--- config.mk ---
export PLATFORM = sky130hd
export DESIGN_NAME = psm_cell
export DESIGN_NICKNAME = d
export VERILOG_FILES = /design/src/rtl/psm_pkg.sv /design/src/rtl/psm_cell.sv
export SDC_FILE = /design/constraint.sdc
export NUM_CORES = 1
export LEC_CHECK = 0
export ABC_AREA = 1
export ABC_CLOCK_PERIOD_IN_PS = 9470
export BUFFER_PORTS_ARGS = -buffer_cell sky130_fd_sc_hd__buf_2
export CAP_MARGIN = 10
export CELL_PAD_IN_SITES_DETAIL_PLACEMENT = 0
export CELL_PAD_IN_SITES_GLOBAL_PLACEMENT = 1
export CORE_MARGIN = 2
export CORE_UTILIZATION = 35
export DETAILED_ROUTE_END_ITERATION = 7
export HOLD_SLACK_MARGIN = 0.15
export PLACE_DENSITY = 0.75
export REMOVE_ABC_BUFFERS = 1
export SYNTH_ARGS = -nofsm -noshare
export SYNTH_HDL_FRONTEND = slang
export SYNTH_SLANG_ARGS = --single-unit
--- constraint.sdc ---
create_clock -name clk -period 9.47 [get_ports clk]
set_clock_uncertainty 0.15 [all_clocks]
set_input_delay 0.4735 -clock clk [delete_from_list [all_inputs] [get_ports clk]]
set_output_delay 0.4735 -clock clk [all_outputs]
set_load 0.05 [all_outputs]
--- src/rtl/psm_pkg.sv ---
package psm_pkg;

  // item kinds
  localparam logic [1:0] KIND_LOAD = 2'd0;
  localparam logic [1:0] KIND_PLAY = 2'd1;
  localparam logic [1:0] KIND_STOP = 2'd2;
  localparam logic [1:0] KIND_TICK = 2'd3;

  localparam int SAMPLE_W = 16;
  localparam int ID_W     = 8;
  localparam int START_W  = 16;
  localparam int LEN_W    = 17;
  localparam int MASK_W   = 4;

  localparam logic signed [SAMPLE_W-1:0] SAT_MAX = 16'sd32767;
  localparam logic signed [SAMPLE_W-1:0] SAT_MIN = -16'sd32768;

  // command broadcast from the controller to every voice cell
  typedef struct packed {
    logic               stop;
    logic [ID_W-1:0]    id;
    logic [START_W-1:0] start;
    logic [LEN_W-1:0]   length;
    logic               loop_en;
  } psm_cmd_t;

  // status a voice cell reports back
  typedef struct packed {
    logic match;
    logic free;
    logic active;
    logic rd_en;
  } psm_stat_t;

endpackage

--- src/rtl/psm_cell.sv ---
module psm_cell #(
  parameter int ADDR_W = 16
) (
  input  logic                clk,
  input  logic                rst,
  input  psm_pkg::psm_cmd_t   cmd,
  input  logic                play_we,
  input  logic                tok_in,
  output logic                tok_out,
  output psm_pkg::psm_stat_t  stat,
  output logic [ADDR_W-1:0]   rd_addr
);
  import psm_pkg::*;

  localparam int SUM_W = (ADDR_W > LEN_W + 1) ? ADDR_W : LEN_W + 1;

  logic               active;
  logic [ID_W-1:0]    clip;
  logic [START_W-1:0] start;
  logic [LEN_W-1:0]   length;
  logic [LEN_W-1:0]   cursor;
  logic               loop_en;

  logic             at_end;
  logic [LEN_W-1:0] cur_eff;
  logic [SUM_W-1:0] addr_sum;

  // end of clip: a looping voice restarts, others drop out
  assign at_end  = cursor >= length;
  assign cur_eff = (at_end && loop_en) ? '0 : cursor;

  // read address wraps modulo the memory depth
  assign addr_sum = SUM_W'(start) + SUM_W'(cur_eff);
  assign rd_addr  = addr_sum[ADDR_W-1:0];

  assign stat.match  = active && (clip == cmd.id);
  assign stat.free   = !active;
  assign stat.active = active;
  assign stat.rd_en  = tok_in && active && (!at_end || loop_en);

  // token moves one cell per cycle
  always_ff @(posedge clk) begin
    if (rst) begin
      tok_out <= 1'b0;
    end else begin
      tok_out <= tok_in;
    end
  end

  // voice state
  always_ff @(posedge clk) begin
    if (rst) begin
      active <= 1'b0;
    end else begin
      priority if (play_we) begin
        active <= 1'b1;
      end else if (cmd.stop && stat.match) begin
        active <= 1'b0;
      end else if (tok_in && active && at_end && !loop_en) begin
        active <= 1'b0;
      end
    end
  end

  always_ff @(posedge clk) begin
    if (play_we) begin
      clip    <= cmd.id;
      start   <= cmd.start;
      length  <= cmd.length;
      loop_en <= cmd.loop_en;
      cursor  <= '0;
    end else if (stat.rd_en) begin
      cursor  <= cur_eff + LEN_W'(1);
    end
  end

endmodule

After elaboration in Yosys (flattened, before gate mapping)
Cells that the tools add are included.
{ "word_totals": {"out_inout_bits": 21, "wordCells": 27, "ff_bits": 61, "in_bits": 47} }
{ "classes": {"n_lt_le_gt_ge": 1, "addsub": 2, "n_eq_ne": 1, "reduce_logical": 12, "mux": 4} }
{ "ops": {"columns": ["op", "count"], "rows": [
  ["17-bit by 1-bit adder with 17-bit output, second input constant", 1],
  ["17-bit >= comparator", 1],
  ["17-bit 2-to-1 mux", 1],
  ["16-bit adder", 1],
  ["8-bit == test", 1],
  ["1-bit logical AND", 7],
  ["1-bit zero test", 3],
  ["1-bit 2-to-1 mux", 3],
  ["3-bit nonzero test", 1],
  ["1-bit logical OR", 1]
]} }

Depth between registers and ports, before layout
{ "logic_depth": {"word_depth": 6, "depth_mapped": 27, "mapped_depth_nobuf": 26} }

Least setup slack after synthesis
No wires, ideal clock.
{ "synth_path": {"path_kind": "register to output", "from": "register length[16]", "to": "output rd_addr[8]", "stages_incl_launch_ff": 23, "path_slack_ns": 5.352, "arrival_time_ns": 3.494, "n_path_buf": 1, "t_required_ns": 8.846, "path_cell_list": "edfxtp_1 -> inv_1 -> ha_1 -> nand2_1 -> nor2_2 -> nand3_1 -> nor2_1 -> nor2_1 -> nand3_2 -> nand2_4 -> buf_6 -> inv_1 -> nor2_1 -> ha_1 -> fa_1 -> nand3_1 -> and2_0 -> nor2_1 -> nand3_1 -> nand3_2 -> nand2_1 -> nand2_1 -> xor2_1"} }
{ "synth_between": {"elab_chain_len": 4} }
{ "synth_rtl": {"columns": ["element", "line", "source"], "rows": [
  ["from (decl)", "psm_cell.sv:20", "logic [LEN_W-1:0] length;"],
  ["from (signal assigned)", "psm_cell.sv:69", "length <= cmd.length;"],
  ["17-bit >= comparator", "psm_cell.sv:29", "assign at_end = cursor >= length;"],
  ["1-bit logical AND", "psm_cell.sv:30", "assign cur_eff = (at_end && loop_en) ? '0 : cursor;"],
  ["17-bit 2-to-1 mux", "psm_cell.sv:30", null],
  ["16-bit adder", "psm_cell.sv:33", "assign addr_sum = SUM_W'(start) + SUM_W'(cur_eff);"],
  ["to (decl)", "psm_cell.sv:11", "output logic [ADDR_W-1:0] rd_addr"]
]} }
Every way passes these cells.

Final worst setup path
{ "layout_path": {"from": "register length[12]", "to": "output rd_addr[12]"} }
Same word-level chain as after synthesis.

==> results.sh <==
export IMPL_nNetsFinal=675
export IMPL_drc=0
export IMPL_grt_pass1_wl_mm=15.1
export IMPL_cts_sinks=61
export IMPL_p_switching_mw=0.186
export IMPL_nFillCells=1057
export IMPL_firstDrtPassIters=4
export IMPL_status="complete, no violations"
export IMPL_antenna_found_initial=0
export IMPL_finalHoldViolations=0
export IMPL_synth_seq_cells=61
export IMPL_cap_violations=0
export IMPL_num_antenna_cells=0
export IMPL_syn_avg_cell_area_um2=7.90
export IMPL_fin_util_pct=45.5
export IMPL_placed_area_mm2=0.00434
export IMPL_placed_cells=692
export IMPL_htree_levels=3
export IMPL_synth_ff_type="edfxtp_1"
export IMPL_cp_top_family="simple AND/OR/NAND/NOR gates"
export IMPL_grt_setup_unrepaired="no"
export IMPL_timing_fmax_mhz=216
export IMPL_required_ps=8850
export IMPL_path_common_cell="nand2_1"
export IMPL_setup_violations=0
export IMPL_cp_buffers_inverters=4
export IMPL_period_share_pct=48.8
export IMPL_ir_drop_mv=0.0879
export IMPL_p_seq_share_pct=45.9
export IMPL_finalMaxSlewViolations=0
export IMPL_cp_start_kind="register"
export IMPL_drt_wl_total_mm=9.15
export IMPL_initial_core_util_pct=35.8
export IMPL_dp_final_hpwl_mm=6.83
export IMPL_place_gp_congestion=0.810
export IMPL_clockBufferDepth=2
export IMPL_cts_inserted_buffers=9
export IMPL_cts_resized=0
export IMPL_yosysWarnings=0
export IMPL_port_buffers=67
export IMPL_ff_latch_area_mm2=0.00164
export IMPL_hp_class="in -> reg"
export IMPL_clk_pin_slew_worst_paths_ps=80
export IMPL_yosys_top_cells_count="133 x nand2_1, 81 x inv_1, 47 x nor2_1"
export IMPL_finalPower_mw=0.674
export IMPL_path_max_fanout=27
export IMPL_period_needed_ps=4620
export IMPL_grt_max_degree=52
export IMPL_clock_root_buffer="clkbuf_8"
export IMPL_cellLeakagePower_nw=2.40
export IMPL_post_synth_num_cell_types=37
export IMPL_synth_edff_count=42
export IMPL_crit_path_top_delay_cell="edfxtp_1"
export IMPL_grt_remaining_overflow=0
export IMPL_insertion_delay_ps=360
export IMPL_synthToLayoutAreaGrowth_pct=27.1
export IMPL_yosysMostFrequentCell="nand2_1"
export IMPL_critPathArrivalTime_ps=4000
export IMPL_ys_top_cells_by_area="edfxtp_1 33%, nand2_1 13%, dfxtp_1 9.8%, ha_1 9.1%, inv_1 7.9%"
export IMPL_die_w_um=109
export IMPL_synth_top_cell_area_share_pct=32.7
export IMPL_critical_path_max_stage_delay_ps=380
export IMPL_die_area_mm2=0.0119
export IMPL_crit_type="reg -> out"
export IMPL_cellPowerDensity_mw_per_mm2=137
export IMPL_synth_top_area_cell="edfxtp_1"
export IMPL_vias=3362
export IMPL_ant_nets=0
export IMPL_avgViaCountPerCell=4.52
export IMPL_syn_inst=489
export IMPL_synth_seq_area_share_pct=42.5
export IMPL_clockPowerShare_pct=38.2
export IMPL_critPathCaptureType="output pin"
export IMPL_drt_iter0_drc=140
export IMPL_worstMarginPinSlew_ps=669
export IMPL_setup_tns_final_ps=0
export IMPL_internal_power_mw=0.488
export IMPL_die_h_um=109
export IMPL_multi_input_area_mm2=0.00186
export IMPL_maxSlewHeadroom_pct=55.4
export IMPL_wl_per_cell_um=12.3
export IMPL_core_mm2=0.0108
export IMPL_grt_pass1_vias=3225
export IMPL_track_usage_pct=16.7
export IMPL_num_io_pins=68
export IMPL_swShare_pct=27.6
export IMPL_synth_area_mm2=0.00386
export IMPL_cts_tree="yes"
export IMPL_final_cells=744
export IMPL_synthArstFlopShare_pct=0
export IMPL_rows=38
export IMPL_drive_gt1_share_pct=17.5
export IMPL_design_area_mm2=0.00491
export IMPL_combinationalPowerShare_pct=15.9
[routing by layer]
layer | GRT usage [%] | routed length (um) | up-vias
met5 | 0 | 0 | -
met4 | 5.77 | 131 | 0
met3 | 4.30 | 398 | 12
met2 | 27.9 | 4300 | 65
met1 | 20.8 | 4320 | 1478
li1 | - | - | 1807
[through the flow]
step / hold slack [ps] / setup slack, ps
floorplan: 306 / 5380
global placement: 333 / 5320
detailed placement: 346 / 5180
CTS: 150 / 4790
global route: 152 / 4460
finish: 159 / 4850
[power groups by stage]
| stage | registers [mW] | logic [mW] | clock network [mW] |
|---|---|---|---|
| floorplan | 0.315 | 0.0638 | 0 |
| finish | 0.309 | 0.107 | 0.257 |
| global route | 0.311 | 0.119 | 0.276 |
| detailed placement | 0.315 | 0.0964 | 0 |
| global placement | 0.315 | 0.0958 | 0 |
| CTS | 0.309 | 0.107 | 0.266 |
[final cells by class]
class                           count  share of cell area (%)
Clock buffer                       10                    2.60
Clock inverter                      6                    1.73
Inverter                           83                    6.35
Multi-Input combinational cell    340                    38.0
Sequential cell                    61                    33.4
Tap cell                          140                    3.57
Timing Repair Buffer              104                    14.3
[timing repair]
| item | CTS | global route |
|---|---|---|
| hold buffers | 33 | 3 |
| endpoints found under the hold margin | 34 | 3 |
| buffers inserted | 0 | 0 |
[state kept, by name, indices dropped and copies added, names as in the netlist]
signal,cells
clip,8
loop_en,1
length,17
start,16
active,1
tok_out,1
cursor,17
[final timing paths]
path	start	end	slack, ps	cells after the start
setup / recovery	length[12]	rd_addr[12]	4850	25
hold / removal	cmd[29]	start[11]	160	1
setup reg to reg	length[12]	cursor[12]	6020	19
hold reg to reg	cursor[16]	cursor[16]	350	2
[worst register-to-register path, cell delays in order (launching register included)]
cell	delay, ps
edfxtp_1	380
inv_1	70
ha_1	240
nand2_1	140
inv_1	80
nand3_1	120
nor2_1	60
nor2_1	100
nand3_2	110
nand2_4	270
inv_1	180
nor2_1	260
ha_1	290
nand4_4	120
nor2_2	220
nand4_2	190
nor2_4	150
nand3_1	80
nand2_1	70
nor2_1	50
[cells by family (layout without fill, tap and decap cells)]
| kind of cell | Yosys count | in the layout | synth area share, % |
|---|---|---|---|
| AO/OA/AOI/OAI | 50 | 50 | 7.45 |
| XOR/XNOR | 12 | 12 | 2.72 |
| adder cells (fa/ha/maj) | 29 | 29 | 9.59 |
| buffers and inverters | 88 | 203 | 9.23 |
| flip-flops | 61 | 61 | 42.5 |
| AND/OR/NAND/NOR | 249 | 249 | 28.5 |
[cells in the final DEF, fill, tap and decap left out, types with 4 or more instances in the layout]
master	instances
a211oi_1	4
a21oi_1	26
buf_2	67
clkbuf_8	9
dfxtp_1	19
dlygate4sd3_1	36
edfxtp_1	42
ha_1	28
inv_1	81
nand2_1	133
nand3_1	35
nand4_1	8
nor2_1	47
nor2_2	11
nor3_1	4
o21ai_0	10
xor2_1	10
Note: power is estimated with default switching activity, not from simulation.
